File: config.mk
export PLATFORM = sky130hd
export DESIGN_NAME = rc_frame_check_channel_unpack_unit
export DESIGN_NICKNAME = d
export VERILOG_FILES = /design/src/rtl/rcfc_pkg.sv /design/src/rtl/rc_frame_check_channel_unpack_unit.sv
export SDC_FILE = /design/constraint.sdc
export NUM_CORES = 1
export LEC_CHECK = 0
export BUFFER_PORTS_ARGS = -buffer_cell sky130_fd_sc_hd__buf_2
export CORE_AREA = 2 2 167 169
export DETAILED_ROUTE_END_ITERATION = 8
export DIE_AREA = 0 0 169 171
export PLACE_DENSITY = 0.54
export SLEW_MARGIN = 20
export SYNTH_ARGS = -nofsm -noshare
export SYNTH_HDL_FRONTEND = slang
export SYNTH_SLANG_ARGS = --single-unit
File: constraint.sdc
create_clock -name clk_i -period 9.08 [get_ports clk_i]
set_input_delay 0.454 -clock clk_i [delete_from_list [all_inputs] [get_ports clk_i]]
set_output_delay 0.454 -clock clk_i [all_outputs]
set_load 0.02 [all_outputs]
File: src/rtl/rcfc_pkg.sv
// Shared constants, codes and the CRC table function of the frame check block.
// No dependencies; imported by the top level and the checker.
package rcfc_pkg;

  // Frame geometry.
  localparam logic [5:0] FrameLenShort = 6'd32;
  localparam logic [5:0] FrameLenLong  = 6'd35;
  localparam int unsigned WordsPerFrameDefault = 8;
  localparam int unsigned ChanBytes = 12;

  // Header positions.
  localparam logic [5:0] PosLength   = 6'd0;
  localparam logic [5:0] PosIdHigh   = 6'd1;
  localparam logic [5:0] PosIdLow    = 6'd2;
  localparam logic [5:0] PosCrcFirst = 6'd3;
  localparam logic [5:0] PosRxNum    = 6'd6;
  localparam logic [5:0] PosFlag     = 6'd7;
  localparam logic [5:0] PosChanFirst = 6'd9;
  localparam logic [5:0] PosChanLast  = 6'd20;

  // Channel word decoding.
  localparam logic [7:0]  SkipBase    = 8'h10;
  localparam logic [11:0] ValueOffset = 12'd64;
  localparam logic [15:0] CrcPolyRefl = 16'h8408;

  // Configuration register indexes.
  localparam logic [1:0] CfgLongMode = 2'd0;
  localparam logic [1:0] CfgBoundId  = 2'd1;
  localparam logic [1:0] CfgBoundRx  = 2'd2;

  // Verdict codes.
  localparam logic [1:0] VerdictAccept = 2'd0;
  localparam logic [1:0] VerdictCrcErr = 2'd1;
  localparam logic [1:0] VerdictHdrErr = 2'd2;

  // Result kinds.
  localparam logic KindVerdict = 1'b0;
  localparam logic KindChannel = 1'b1;

  // One entry of the reflected 0x8408 table (entry 1 is 0x1189).
  function automatic logic [15:0] crc_table(input logic [7:0] idx);
    logic [15:0] c;
    c = {8'h00, idx};
    for (int k = 0; k < 8; k++) begin
      c = c[0] ? ((c >> 1) ^ CrcPolyRefl) : (c >> 1);
    end
    return c;
  endfunction

endpackage

File: src/rtl/rc_frame_check_channel_unpack_unit.sv
// Radio frame check and channel unpack: the top level and only RTL module.
// Depends on rcfc_pkg.
//
// Usage:
// Frame bytes enter on the s_axis channel, one per beat; s_axis_tuser[0] marks
// the first byte of a frame and restarts any partial frame. Frames are 32 bytes
// (long_frame_mode 0) or 35 bytes (long_frame_mode 1). The cfg channel writes
// the mode, the bound transmitter id and the bound receiver number; cfg_ready_o
// is always high. While a frame streams in, one byte is taken per cycle and the
// CRC is updated in the same cycle. The last byte of a frame loads a verdict
// beat into the output register. An accepted frame then yields up to
// WORDS_PER_FRAME channel beats; each beat passes through S_ADDR, which reads
// the 12-entry channel byte memory, and S_DATA, which loads the output
// register once it is free; while these beats are produced, s_axis_tready
// is low. m_axis_tlast marks the final beat of a frame. When the receiver
// stalls, the output register holds its beat; bytes of the next frame are still
// taken, except the last one, which waits until the register is free.
// Reset clears the frame position, CRC, configuration and output valid flag;
// the channel byte memory needs no clearing: each entry is written before a read.
module rc_frame_check_channel_unpack_unit #(
  parameter int unsigned WORDS_PER_FRAME = rcfc_pkg::WordsPerFrameDefault
) (
  input  logic        clk_i,
  input  logic        rst_ni,
  // Configuration write channel.
  input  logic        cfg_valid_i,
  output logic        cfg_ready_o,
  input  logic [1:0]  cfg_index_i,
  input  logic [15:0] cfg_data_i,
  // Frame byte input.
  input  logic        s_axis_tvalid,
  output logic        s_axis_tready,
  input  logic [7:0]  s_axis_tdata,   // [7:0] frame_byte
  input  logic [0:0]  s_axis_tuser,   // [0] frame_start
  // Result output.
  output logic        m_axis_tvalid,
  input  logic        m_axis_tready,
  output logic [23:0] m_axis_tdata,   // [1:0] verdict, [5:2] channel_slot,
                                      // [17:6] channel_value, [23:18] zero
  output logic [0:0]  m_axis_tuser,   // [0] result_kind
  output logic        m_axis_tlast    // last_of_frame
);
  import rcfc_pkg::*;

  localparam int unsigned IdxW = (WORDS_PER_FRAME > 1) ? $clog2(WORDS_PER_FRAME) : 1;
  localparam logic [IdxW-1:0] IdxLast = IdxW'(WORDS_PER_FRAME - 1);

  typedef enum logic [1:0] {
    S_RUN,
    S_ADDR,
    S_DATA
  } state_e;

  // Configuration registers.
  logic        long_mode_q;
  logic [15:0] bound_id_q;
  logic [7:0]  bound_rx_q;

  // Frame state.
  state_e          state_q, state_d;
  logic [5:0]      pos_q, pos_d;
  logic [15:0]     crc_q, crc_d;
  logic [15:0]     rx_crc_q, rx_crc_d;
  logic            hdr_ok_q, hdr_ok_d;
  logic [7:0]      flag_q, flag_d;
  logic [IdxW-1:0] idx_q, idx_d;

  // Output register.
  logic        out_valid_q, out_valid_d;
  logic        out_kind_q, out_kind_d;
  logic [1:0]  out_verdict_q, out_verdict_d;
  logic [3:0]  out_slot_q, out_slot_d;
  logic [11:0] out_value_q, out_value_d;
  logic        out_last_q, out_last_d;

  // Channel byte memory.
  logic [7:0] chan_mem [ChanBytes];
  logic [7:0] rd0_q, rd1_q;
  logic [3:0] rd0_addr, rd1_addr;
  logic [3:0] wr_addr;
  logic       wr_en;

  logic [5:0]  frame_len;
  logic        in_fire;
  logic        out_free;
  logic [5:0]  pos_cur;
  logic        frame_clear;
  logic [15:0] crc_cur;
  logic        hdr_cur;
  logic        pos_at_last;
  logic [IdxW-1:0] last_idx;
  logic        any_word;
  logic        idx_skip;
  logic [3:0]  k3;
  logic [11:0] word;

  assign frame_len   = long_mode_q ? FrameLenLong : FrameLenShort;
  assign pos_at_last = (pos_q == frame_len - 6'd1);
  assign s_axis_tready = (state_q == S_RUN) && (!out_valid_q || !pos_at_last);
  assign in_fire     = s_axis_tvalid && s_axis_tready;
  assign out_free    = !out_valid_q || m_axis_tready;
  assign cfg_ready_o = 1'b1;

  // Register writes on the configuration channel.
  always_ff @(posedge clk_i or negedge rst_ni) begin
    if (!rst_ni) begin
      long_mode_q <= 1'b0;
      bound_id_q  <= '0;
      bound_rx_q  <= '0;
    end else if (cfg_valid_i) begin
      unique case (cfg_index_i)
        CfgLongMode: long_mode_q <= cfg_data_i[0];
        CfgBoundId:  bound_id_q  <= cfg_data_i;
        CfgBoundRx:  bound_rx_q  <= cfg_data_i[7:0];
        default: ;
      endcase
    end
  end

  // Skip tests on the stored flag byte: at most one word can match it.
  function automatic logic is_skipped(input logic [7:0] flag, input logic [IdxW-1:0] i);
    return flag == (SkipBase + {3'b000, 4'(i), 1'b0});
  endfunction

  always_comb begin
    last_idx = IdxLast;
    any_word = 1'b1;
    if (is_skipped(flag_q, IdxLast)) begin
      if (WORDS_PER_FRAME > 1) begin
        last_idx = IdxLast - IdxW'(1);
      end else begin
        any_word = 1'b0;
      end
    end
  end
  assign idx_skip = is_skipped(flag_q, idx_q);

  // Memory read addresses of word idx_q, and the assembled word.
  assign k3 = (4'(idx_q >> 1) << 1) + 4'(idx_q >> 1);
  assign rd0_addr = idx_q[0] ? k3 + 4'd1 : k3;
  assign rd1_addr = idx_q[0] ? k3 + 4'd2 : k3 + 4'd1;
  assign word = idx_q[0] ? {rd1_q, rd0_q[7:4]} : {rd1_q[3:0], rd0_q};

  // Current frame position after a restart by the start flag or a mode change.
  assign frame_clear = s_axis_tuser[0] || (pos_q >= frame_len);
  assign pos_cur     = frame_clear ? 6'd0 : pos_q;
  assign crc_cur     = frame_clear ? 16'h0000 : crc_q;
  assign hdr_cur     = frame_clear ? 1'b1 : hdr_ok_q;

  // Channel bytes are stored as they stream past.
  assign wr_en   = in_fire && (pos_cur >= PosChanFirst) && (pos_cur <= PosChanLast);
  assign wr_addr = 4'(pos_cur - PosChanFirst);

  // Next state of the frame tracker, the word sequencer and the output register.
  always_comb begin
    logic [7:0] b;
    logic [1:0] verdict;
    b = s_axis_tdata;
    verdict = VerdictAccept;

    state_d       = state_q;
    pos_d         = pos_q;
    crc_d         = crc_q;
    rx_crc_d      = rx_crc_q;
    hdr_ok_d      = hdr_ok_q;
    flag_d        = flag_q;
    idx_d         = idx_q;
    out_valid_d   = out_valid_q && !m_axis_tready;
    out_kind_d    = out_kind_q;
    out_verdict_d = out_verdict_q;
    out_slot_d    = out_slot_q;
    out_value_d   = out_value_q;
    out_last_d    = out_last_q;

    unique case (state_q)
      S_RUN: begin
        if (in_fire) begin
          crc_d    = crc_cur;
          hdr_ok_d = hdr_cur;
          if (frame_clear) begin
            rx_crc_d = '0;
          end
          if ((pos_cur == PosLength) && (b != 8'(frame_len - 6'd3))) hdr_ok_d = 1'b0;
          if ((pos_cur == PosIdHigh) && (b != bound_id_q[15:8]))     hdr_ok_d = 1'b0;
          if ((pos_cur == PosIdLow) && (b != bound_id_q[7:0]))       hdr_ok_d = 1'b0;
          if ((pos_cur == PosRxNum) && (b != 8'd0) && (bound_rx_q != 8'd0)
              && (b != bound_rx_q)) begin
            hdr_ok_d = 1'b0;
          end
          if (pos_cur == PosFlag) flag_d = b;
          if ((pos_cur >= PosCrcFirst) && (pos_cur <= frame_len - 6'd5)) begin
            crc_d = {crc_cur[7:0], 8'h00} ^ crc_table(crc_cur[15:8] ^ b);
          end
          if (pos_cur == frame_len - 6'd4) rx_crc_d[15:8] = b;
          if (pos_cur == frame_len - 6'd3) rx_crc_d[7:0]  = b;

          if (pos_cur == frame_len - 6'd1) begin
            // Frame end: load the verdict and start the word sequencer.
            if (crc_cur != rx_crc_q) begin
              verdict = VerdictCrcErr;
            end else if (!hdr_cur) begin
              verdict = VerdictHdrErr;
            end
            out_valid_d   = 1'b1;
            out_kind_d    = KindVerdict;
            out_verdict_d = verdict;
            out_slot_d    = '0;
            out_value_d   = '0;
            out_last_d    = (verdict != VerdictAccept) || !any_word;
            pos_d    = '0;
            crc_d    = '0;
            rx_crc_d = '0;
            hdr_ok_d = 1'b1;
            idx_d    = '0;
            if ((verdict == VerdictAccept) && any_word) begin
              state_d = S_ADDR;
            end
          end else begin
            pos_d = pos_cur + 6'd1;
          end
        end
      end
      S_ADDR: begin
        // The memory reads word idx_q at this edge; skipped words are passed over.
        if (idx_skip) begin
          idx_d = idx_q + IdxW'(1);
        end else begin
          state_d = S_DATA;
        end
      end
      S_DATA: begin
        if (out_free) begin
          out_valid_d   = 1'b1;
          out_kind_d    = KindChannel;
          out_verdict_d = VerdictAccept;
          out_slot_d    = 4'(idx_q) + (word[11] ? 4'd8 : 4'd0);
          out_value_d   = {1'b0, word[10:0]} - ValueOffset;
          out_last_d    = (idx_q == last_idx);
          if (idx_q == last_idx) begin
            state_d = S_RUN;
          end else begin
            idx_d   = idx_q + IdxW'(1);
            state_d = S_ADDR;
          end
        end
      end
      default: state_d = S_RUN;
    endcase
  end

  // State, frame registers and the output register.
  always_ff @(posedge clk_i or negedge rst_ni) begin
    if (!rst_ni) begin
      state_q     <= S_RUN;
      pos_q       <= '0;
      crc_q       <= '0;
      rx_crc_q    <= '0;
      hdr_ok_q    <= 1'b1;
      flag_q      <= '0;
      idx_q       <= '0;
      out_valid_q <= 1'b0;
    end else begin
      state_q     <= state_d;
      pos_q       <= pos_d;
      crc_q       <= crc_d;
      rx_crc_q    <= rx_crc_d;
      hdr_ok_q    <= hdr_ok_d;
      flag_q      <= flag_d;
      idx_q       <= idx_d;
      out_valid_q <= out_valid_d;
    end
  end

  always_ff @(posedge clk_i) begin
    out_kind_q    <= out_kind_d;
    out_verdict_q <= out_verdict_d;
    out_slot_q    <= out_slot_d;
    out_value_q   <= out_value_d;
    out_last_q    <= out_last_d;
  end

  // Channel byte memory: one write port, two registered read ports.
  always_ff @(posedge clk_i) begin
    if (wr_en) begin
      chan_mem[wr_addr] <= b_in_byte();
    end
    rd0_q <= chan_mem[rd0_addr];
    rd1_q <= chan_mem[rd1_addr];
  end

  function automatic logic [7:0] b_in_byte();
    return s_axis_tdata;
  endfunction

  assign m_axis_tvalid = out_valid_q;
  assign m_axis_tdata  = {6'b000000, out_value_q, out_slot_q, out_verdict_q};
  assign m_axis_tuser  = out_kind_q;
  assign m_axis_tlast  = out_last_q;

endmodule

Word-level counts from Yosys, hierarchy flattened
Memories as Yosys holds them, arrays and structs flattened. A register that Yosys moved wholly into a read port is not among the register bits. Cells that the tools add are included.

Magnitude comparators: 5. Bitwise logic cells: 10. Reduce and logical (&&, ||, !) cells: 39. Add/subtract/negate cells: 14. Eq/ne operators: 27. Multiplexer cells: 73.

Operators with widths (count): 16-bit two-way mux (13); 12-bit two-way mux (4); 8-bit != test (4); 2-bit two-way mux (14); 6-bit == test (4); 4-bit two-way mux (6); 12-bit one-hot mux with 2 select lines (1); 2-bit inverter with 3-bit output (7); 1-bit two-way mux (19); 8-bit two-way mux (2); 16-bit != test (1); 8-bit nonzero test (2); 16-bit bitwise XOR (1); 3-bit two-way mux (5); 6-bit by 3-bit == test with 1-bit output, second input constant (2); 1-bit logical AND (12); 6-bit two-way mux (2); 11-bit by 7-bit subtractor with 12-bit output, second input constant (1); 6-bit by 3-bit subtractor with 6-bit output, second input constant (2); 2-bit != test, second input constant (5); 3-bit one-hot mux with 3 select lines (1); 3-bit AND reduction (3); 3-bit nonzero test (3); 8-bit by 5-bit == test with 1-bit output, second input constant (1); other kinds (38) (53).

Output and inout port bits: 29. Register bits: 98. RAM bits: 96. Input port bits: 32. Memories kept: 1. Logic and storage cells: 186.

Memories: chan_mem (depth 12, width 8, read ports 2, clocked after Yosys merged registers in 2, wr ports 1, line rc_frame_check_channel_unpack_unit.sv:77) `logic [7:0] chan_mem [ChanBytes];`.

Longest topological paths before layout
Gate-level depths: netlist of the first run.

Depth in word-level cells: 24. Mapped depth: 18.

Worst setup path after synthesis of the first run
No wires, ideal clock.

Kind: register -> register. Start point: reg long_mode_q. End point: reg out_last_q, in the netlist m_axis_tlast (enable). Data required time: 8683 ps. Path slack: 4513 ps. Clock period less this slack: 4567 ps. Cell stages (with the launch flop): 16. Library setup time: 397 ps. Data arrival time: 4170 ps. Path through: dfrtp_1 buf_6 inv_1 ha_1 inv_1 o211ai_1 a21oi_1 buf_2 buf_1 nand2_1 ha_1 or3b_2 o22ai_4 nand4_1 o22a_1 nor2_1.

Longest elaborated chain between the ends: 9. Elaborated cells on any way between the ends: 14. Classes of those cells: add/sub: 1; order compare: 1; eq/ne: 4; mux: 2; reduce/logical: 6.

Ends and longest elaborated chain: start: declaration (line rc_frame_check_channel_unpack_unit.sv:55) `logic long_mode_q;`; start signal: assignment (line rc_frame_check_channel_unpack_unit.sv:112) `CfgLongMode: long_mode_q <= cfg_data_i[0];`; 2-bit two-way mux * (line rc_frame_check_channel_unpack_unit.sv:97) `assign frame_len = long_mode_q ? FrameLenLong : FrameLenShort;`; 6-bit by 1-bit subtractor with 6-bit output (line rc_frame_check_channel_unpack_unit.sv:98, rc_frame_check_channel_unpack_unit.sv:197); 6-bit == test (line rc_frame_check_channel_unpack_unit.sv:98) `assign pos_at_last = (pos_q == frame_len - 6'd1);`; 1-bit logical NOT (line rc_frame_check_channel_unpack_unit.sv:99) `assign s_axis_tready = (state_q == S_RUN) && (!out_valid_q || !pos_at_last);`; 1-bit logical OR (line rc_frame_check_channel_unpack_unit.sv:99); 1-bit logical AND (line rc_frame_check_channel_unpack_unit.sv:99); 1-bit logical AND (line rc_frame_check_channel_unpack_unit.sv:100) `assign in_fire = s_axis_tvalid && s_axis_tready;`; 2-bit != test (no source line); 4-bit AND reduction (no source line) *; end signal: assignment (line rc_frame_check_channel_unpack_unit.sv:279) `out_last_q <= out_last_d;`; end: declaration (line rc_frame_check_channel_unpack_unit.sv:74) `logic out_last_q, out_last_d;`.

Mark *: on every way between the ends. The rest lies on a longest branch, timed or not. A chain may end at the register's enable or synchronous reset.

Worst setup path in the final report of the first run
Start point: reg long_mode_q. End point: mem chan_mem[11][5] (enable).

Longest elaborated chain between the ends: 11. Elaborated cells on any way between the ends: 17. Classes of those cells: add/sub: 2; order compare: 3; eq/ne: 1; mux: 4; reduce/logical: 7.

Ends and longest elaborated chain (line): 2-bit two-way mux * (rc_frame_check_channel_unpack_unit.sv:97); branches (longest 10 deep; another with 6-bit >= comparator); end: declaration (rc_frame_check_channel_unpack_unit.sv:77).

Mark *: on every way between the ends.

==> results of run 1 <==
cell families after synthesis:
family	share of synthesized area, %
buf+inv	3.325
flops	53.88
compound gates	9.333
fa+ha+maj	2.225
simple gates	9.344
mux	16.50
other cells	0.07028
xor+xnor	5.328
sequential cells by signal, summed over array words and instances, names as in the netlist:
register,cells
bound_id_q,16
bound_rx_q,8
chan_mem,96
crc_q,16
flag_q,8
hdr_ok_q,1
idx_q,3
long_mode_q,1
m_axis_tlast,1
m_axis_tuser,1
m_axis_tvalid,1
out_slot_q,4
out_value_q,12
out_verdict_q,2
pos_q,6
rd0_q,8
rd1_q,8
rx_crc_q,16
state_q,2
where the power goes:
part,total (uW),internal (uW),leakage (uW),switching [uW]
registers,1110,1050,0.00223,55.3
clock network,1000,602,0.000390,401
logic,310,145,0.00200,165
layout by cell type, fill, tap and decap left out, types with 7 or more instances in the layout:
master	instances
a21oi_1	26
a22o_1	31
and2_1	8
buf_2	52
buf_4	11
clkbuf_16	24
conb_1	7
dfrtp_1	77
dfxtp_1	16
edfxtp_1	116
ha_1	18
inv_1	29
mux2_1	8
mux2_2	25
mux2i_1	30
mux4_2	48
nand2_1	43
nand2b_1	14
nand3_1	11
nand4_1	12
nor2_1	51
nor2b_1	8
nor3_1	11
nor4_1	7
o21ai_0	28
xnor2_1	55
xor2_1	8
metrics by stage:
step | cell area [um2] | total power [uW]
after floorplan | 10700 | 1345
after global placement | 11260 | 1435
after detailed placement | 11270 | 1435
after CTS | 12110 | 2442
after global routing | 12130 | 2521
final | 12130 | 2421
worst register-to-register path, cell delays in order, from the launching register on:
cell and delay (ns):
dfrtp_1 0.54, inv_1 0.17, ha_1 0.31, inv_1 0.05
o211a_1 0.28, o21ai_0 0.70, ha_1 0.45, nand2_1 0.10
o21ai_0 0.11, nand3b_1 0.10, nand2_1 0.07, nand2_1 0.19
or3_1 0.49, nor2_1 0.69
final cells by class:
cell class | count | area (um2)
multi-input cells | 534 | 4654
inverters | 29 | 108.9
clock inverters | 17 | 211.5
flip-flops and latches | 210 | 5757
well taps | 346 | 432.9
repair buffers | 64 | 352.8
clock buffers | 27 | 611.8
fillers | 2518 | 15190
Yosys cell counts (6+ instances only):
| master | number |
|---|---|
| inv_1 | 29 |
| clkbuf_1 | 31 |
| nand4_1 | 12 |
| dfrtp_1 | 77 |
| o21ai_1 | 6 |
| buf_2 | 8 |
| mux2i_1 | 31 |
| dfxtp_1 | 16 |
| ha_1 | 19 |
| o21ai_0 | 28 |
| mux2_1 | 8 |
| a22o_1 | 31 |
| nor3_1 | 15 |
| nor2_1 | 52 |
| edfxtp_1 | 116 |
| nand2b_1 | 14 |
| nor2b_1 | 8 |
| nand3_1 | 11 |
| mux4_2 | 48 |
| mux2_2 | 25 |
| xnor2_1 | 56 |
| xor2_1 | 9 |
| buf_4 | 7 |
| a21oi_1 | 26 |
| nor4_1 | 7 |
| and2_1 | 8 |
| nand2_1 | 43 |
routing by layer:
metal  share of wire (%)  vias to the layer above  wire length, um  global-route usage (%)
met5                   0                        -                0                       0
met4                 1.7                        0              424                   3.716
met3                 6.3                       29             1602                   3.100
met2                  44                      220            11060                   26.71
met1                  48                     3394            12310                   27.33
li1                    -                     3155                -                       -
final timing paths:
| path | end | cells after the start | startpoint | slack [ns] |
|---|---|---|---|---|
| worst max register to register | chan_mem[11][5]$_DFFE_PP_ | 13 | long_mode_q$_DFFE_PN0P_ | 4.47 |
| worst min-delay path | bound_id_q[13]$_DFFE_PN0P_ | 2 | cfg_data_i[13] | 0.16 |
| max in group asynchronous | bound_id_q[5]$_DFFE_PN0P_ | 3 | rst_ni | 7.67 |
| min in group asynchronous | flag_q[6]$_DFFE_PN0P_ | 2 | rst_ni | 0.37 |
| worst min register to register | flag_q[6]$_DFFE_PN0P_ | 1 | flag_q[6]$_DFFE_PN0P_ | 0.48 |
| worst max-delay path | chan_mem[11][5]$_DFFE_PP_ | 13 | long_mode_q$_DFFE_PN0P_ | 4.47 |
repair_timing:
| item | in CTS | in global routing |
|---|---|---|
| endpoints found under the setup margin | 0 | 0 |
| hold buffers | 1 | 0 |
| hold endpoints to repair | 24 | 0 |
| buffers inserted | 0 | 0 |
==> results.sh, run 1 <==
export IMPL_wl_mm=25.40
export IMPL_slew_viol_final=0
export IMPL_netlist_instances=820
export IMPL_grt_pass1_vias=6582
export IMPL_antennaDiodeCount=0
export IMPL_tightestPinTransition_ns=0.9382
export IMPL_synth_edf_count=116
export IMPL_fin_cells=1227
export IMPL_io_buffers=53
export IMPL_netlist_area_leader_share_pct=32.60
export IMPL_initial_utilization_pct=39.11
export IMPL_rows=61
export IMPL_p_leak_uw=0.004626
export IMPL_fin_skew_ns=0.02119
export IMPL_synth_area_leaders="edfxtp_1 (33%), dfrtp_1 (18%), mux4_2 (10%)"
export IMPL_firstDrtPassIters=4
export IMPL_startpoint_type="flop"
export IMPL_yosysSeqAreaShare_pct=53.88
export IMPL_period_share_pct=50.81
export IMPL_postCtsResizedCells=0
export IMPL_io_pins=61
export IMPL_cts_tree="done"
export IMPL_tns_ns=0
export IMPL_drive_gt1_share_pct=22.36
export IMPL_first_iter_violations=531
export IMPL_routedWlPerCell_um=20.70
export IMPL_max_freq_ghz=0.2167
export IMPL_path_class="flop to flop"
export IMPL_synthFlopType="edfxtp_1"
export IMPL_nNetsFinal=914
export IMPL_fin_util_pct=44.39
export IMPL_cts_buffer_depth=3
export IMPL_grt_antenna_before_repair=0
export IMPL_status="finished clean"
export IMPL_post_place_ws_ns=4.574
export IMPL_track_usage_pct=17.86
export IMPL_synth_top_area_cell="edfxtp_1"
export IMPL_finalCriticalPeriod_ns=4.614
export IMPL_fp_dieH_um=171
export IMPL_ant_nets=0
export IMPL_grt_pass1_wl_mm=39.63
export IMPL_place_inst=1182
export IMPL_grt_max_degree=55
export IMPL_synthArstFlopShare_pct=37.14
export IMPL_hold_slack_ns=0.1644
export IMPL_place_congestion=0.8603
export IMPL_root_buffer="clkbuf_16"
export IMPL_dp_hpwl_mm=17.25
export IMPL_ys_types=71
export IMPL_ys_seq_elements=210
export IMPL_synth_avg_cell_area_um2=13.03
export IMPL_crit_family="simple AND/OR/NAND/NOR gates"
export IMPL_cts_sinks=210
export IMPL_finalSetupViolations=0
export IMPL_cp_num_buf_inv=2
export IMPL_dieArea_mm2=0.02890
export IMPL_crit_fanout=11
export IMPL_cts_buffers=24
export IMPL_core_area_mm2=0.02732
export IMPL_critical_path_max_stage_delay_ns=0.70
export IMPL_syn_area_mm2=0.01069
export IMPL_layout_setup_ws_ns=4.466
export IMPL_power_density_mw_per_mm2=199.6
export IMPL_cpMaxStageDelayCell="o21ai_0"
export IMPL_viasPerCell=5.540
export IMPL_slew_headroom_pct=37.32
export IMPL_ir_worst_vdd_uv=96.30
export IMPL_die_x_um=169
export IMPL_critPathCaptureType="flop"
export IMPL_crit_arrival_ns=4.77
export IMPL_clk_pin_slew_worst_paths_ns=0.06
export IMPL_grt_setup_unrepaired="no"
export IMPL_overflow=0
export IMPL_crit_required_ns=9.24
export IMPL_crit_path_frequent_cell="nand2_1"
export IMPL_syn2layout_area_growth_pct=13.51
export IMPL_drc=0
export IMPL_clock_latency_ns=0.53
export IMPL_cp_cell_sequence="inv_1, ha_1, inv_1, o211a_1, o21ai_0, ha_1, nand2_1, o21ai_0, nand3b_1, nand2_1, nand2_1, or3_1, nor2_1"
export IMPL_synth_warning_count=0
export IMPL_max_cap_violations=0
export IMPL_final_hold_viol_count=0
export IMPL_vias=6798
export IMPL_min_path_type="primary input to flop"
export IMPL_htreeDepth=1
No activity file was read; power rests on OpenSTA's default activity.
==> run 2, diff against run 1 <==
Settings changed: ABC_AREA set to 1, CORE_AREA 2 2 167 169 to 2 2 172 174, DIE_AREA 0 0 169 171 to 0 0 174 176, PLACE_DENSITY 0.54 to 0.53.
Clock period 9.08 ns to 4.5 ns, I/O delays scaled along.
==> run 2 against run 1 <==
First-iteration DRC count is 47% higher. Routed wire length is 20% higher. Die area is 6.0% higher. Critical endpoint is now chan_mem[3][3]$_DFFE_PP_. Largest cell class unchanged. Highest routed layer unchanged.
==> results.sh, run 2 <==
export IMPL_wl_mm=30.45
export IMPL_cts_tree="done"
export IMPL_core_area_mm2=0.02855
export IMPL_r2r_start="long_mode_q$_DFFE_PN0P_"
export IMPL_layout_setup_ws_ns=0.9213
export IMPL_synth_most_common_cell="nand2_1"
export IMPL_grt_pass1_wl_mm=48.50
export IMPL_ys_seq_elements=210
export IMPL_critPathCaptureType="flop"
export IMPL_post_place_ws_ns=0.9228
export IMPL_clock_latency_ns=0.52
export IMPL_dp_hpwl_mm=21.07
export IMPL_htreeDepth=1
export IMPL_slew_headroom_pct=30.18
export IMPL_cts_buffers=25
export IMPL_tightestPinTransition_ns=1.040
export IMPL_ys_types=52
export IMPL_netlist_instances=1308
export IMPL_vias=9074
export IMPL_power_density_mw_per_mm2=563.8
export IMPL_reg2reg_to="chan_mem[3][3]$_DFFE_PP_"
export IMPL_synthFlopType="edfxtp_1"
export IMPL_crit_fanout=10
export IMPL_max_cap_violations=0
export IMPL_die_x_um=174
export IMPL_crit_start="long_mode_q$_DFFE_PN0P_"
export IMPL_rrSetupSlack_ns=0.92
export IMPL_max_freq_ghz=0.2794
export IMPL_drive_gt1_share_pct=12.65
export IMPL_path_class="flop to flop"
export IMPL_yosysSeqAreaShare_pct=50.94
export IMPL_fin_skew_ns=0.009633
export IMPL_initial_utilization_pct=39.59
export IMPL_reg2reg_depth=14
export IMPL_netlist_area_leader_share_pct=30.82
export IMPL_synth_edf_count=116
export IMPL_routedWlPerCell_um=17.30
export IMPL_slew_viol_final=0
export IMPL_dieArea_mm2=0.03062
export IMPL_track_usage_pct=20.09
export IMPL_rows=62
export IMPL_p_leak_uw=0.005549
export IMPL_cpMaxStageDelayCell="dfrtp_1"
export IMPL_grt_pass1_vias=8637
export IMPL_root_buffer="clkbuf_16"
export IMPL_drc=0
export IMPL_crit_end="chan_mem[3][3]$_DFFE_PP_"
export IMPL_nNetsFinal=1410
export IMPL_layout_commonest_cell="nand2_1"
export IMPL_syn_area_mm2=0.01130
export IMPL_largest_reg_flops=96
export IMPL_postCtsResizedCells=0
export IMPL_fill_cells=2822
export IMPL_cts_buffer_depth=3
export IMPL_synth_avg_cell_area_um2=8.641
export IMPL_startpoint_type="flop"
export IMPL_tns_ns=0
export IMPL_finalCriticalPeriod_ns=3.579
export IMPL_regMostFlops="chan_mem"
export IMPL_synthArstFlopShare_pct=37.14
export IMPL_synth_warning_count=0
export IMPL_crit_required_ns=4.64
export IMPL_ant_nets=0
export IMPL_grt_antenna_before_repair=0
export IMPL_syn2layout_area_growth_pct=13.96
export IMPL_place_congestion=0.8686
export IMPL_cp_cell_sequence="inv_1, ha_1, o21ai_1, nand2_2, nand2_2, nand2_4, nor2_2, inv_2, ha_1, inv_1, o31ai_1, a21oi_4, nand2_2, nor2_1"
export IMPL_finalSetupViolations=0
export IMPL_fp_dieH_um=176
export IMPL_final_hold_viol_count=0
export IMPL_final_cell_mix="nand2_1 (397), edfxtp_1 (116), inv_1 (112), o21ai_0 (88), dfrtp_1 (77)"
export IMPL_cts_sinks=210
export IMPL_crit_path_frequent_cell="nand2_2"
export IMPL_overflow=0
export IMPL_min_path_type="primary input to flop"
export IMPL_synth_top_area_cell="edfxtp_1"
export IMPL_synth_area_leaders="edfxtp_1 (31%), dfrtp_1 (17%), nand2_1 (13%)"
export IMPL_antennaDiodeCount=0
export IMPL_crit_arrival_ns=3.72
export IMPL_synthTopCellsByCount="nand2_1 (397), edfxtp_1 (116), inv_1 (112)"
export IMPL_postCtsSetupBuffers=0
export IMPL_firstDrtPassIters=5
export IMPL_io_pins=61
export IMPL_period_share_pct=79.53
export IMPL_first_iter_violations=782
export IMPL_viasPerCell=5.156
export IMPL_grt_max_degree=79
export IMPL_critical_path_max_stage_delay_ns=0.57
export IMPL_clk_pin_slew_worst_paths_ns=0.06
export IMPL_grt_setup_unrepaired="no"
export IMPL_io_buffers=53
export IMPL_status="finished clean"
export IMPL_ir_worst_vdd_uv=272.6
==> run 2: cell count changes after synthesis, moves of 21 or more <==
cell,before,now
a22o_1,31,0
xor2_1,9,30
o21ai_0,28,88
o211ai_1,4,57
xnor2_1,56,15
mux2i_1,31,4
mux4_2,48,0
nand2_1,43,397
inv_1,29,112
nand3_1,11,57
o21ai_1,6,33
==> run 2: metal layers <==
layer / up-vias / global-route usage, % / wire [um]
met5: - / 0 / 0
met4: 0 / 8.263 / 1304
met3: 69 / 2.649 / 1397
met2: 261 / 31.84 / 13500
met1: 4264 / 27.95 / 14250
li1: 4480 / - / -
==> run 2: how the worst min path moves through the flow <==
| stage | startpoint | end | slack, ns | cells after the start |
|---|---|---|---|---|
| final | cfg_data_i[1] | bound_rx_q[1]$_DFFE_PN0P_ | 0.03 | 3 |
| after global routing | cfg_data_i[1] | bound_rx_q[1]$_DFFE_PN0P_ | 0.04 | 3 |
| after CTS | cfg_data_i[1] | bound_rx_q[1]$_DFFE_PN0P_ | 0.005 | 3 |
| after global placement | cfg_data_i[8] | bound_id_q[8]$_DFFE_PN0P_ | 0.46 | 2 |
| after detailed placement | cfg_data_i[8] | bound_id_q[8]$_DFFE_PN0P_ | 0.46 | 2 |
| after floorplan | rst_ni | bound_id_q[0]$_DFFE_PN0P_ | -0.07 | 0 |
==> run 2: stage by stage <==
step / cell area [um2] / instances / utilization, % / total power (uW) / hold slack [ns]
after floorplan: 11320 / 1313 / - / 4416 / -0.07059
after global placement: 11900 / 1700 / 41.68 / 5265 / 0.4581
after detailed placement: 11900 / 1700 / 41.68 / 5277 / 0.4612
after CTS: 12880 / 1760 / 45.10 / 7320 / 0.005342
after global routing: 12880 / 1760 / 45.12 / 7731 / 0.03655
final: 12880 / 1760 / 45.12 / 7262 / 0.02500
==> run 2: cells by family (layout without fill, tap and decap cells) <==
logic type,Yosys count,in the layout,share of synthesized area [%]
XOR/XNOR,45,45,3.487
other,2,7,0.06645
AND/OR/NAND/NOR,580,580,21.83
flip-flops,210,210,50.94
adder cells (fa/ha/maj),19,19,2.103
AO/OA/AOI/OAI,247,247,13.27
multiplexers,12,12,1.151
buffers and inverters,193,256,7.152
==> run 2: critical path, delay by kind of cell, from the launching register on <==
family                   cells  cell delay (ns)
AND/OR/NAND/NOR              6             1.20
buffers and inverters        3             0.41
flip-flops                   1             0.57
AO/OA/AOI/OAI                3             0.45
adder cells (fa/ha/maj)      2             0.56
==> run 2: layout make-up <==
type	count	area (um2)	share of cell area (%)
flip-flops and latches	210	5757	44.70
multi-input cells	910	4772	37.05
clock buffers	32	701.9	5.450
repair buffers	91	596.8	4.634
well taps	384	480.5	3.730
inverters	121	456.7	3.546
clock inverters	12	115.1	0.8937
==> run 2: power breakdown <==
part / internal (uW) / leakage (uW) / switching (uW) / total [uW]
registers: 2320 / 0.00220 / 145 / 2470
clock network: 1210 / 0.000398 / 791 / 2000
logic: 843 / 0.00295 / 1950 / 2790
==> run 2: repair_timing <==
item                                    in CTS  in global routing
hold buffers                                16                  0
hold endpoints to repair                    97                  0
endpoints found under the setup margin       0                  0
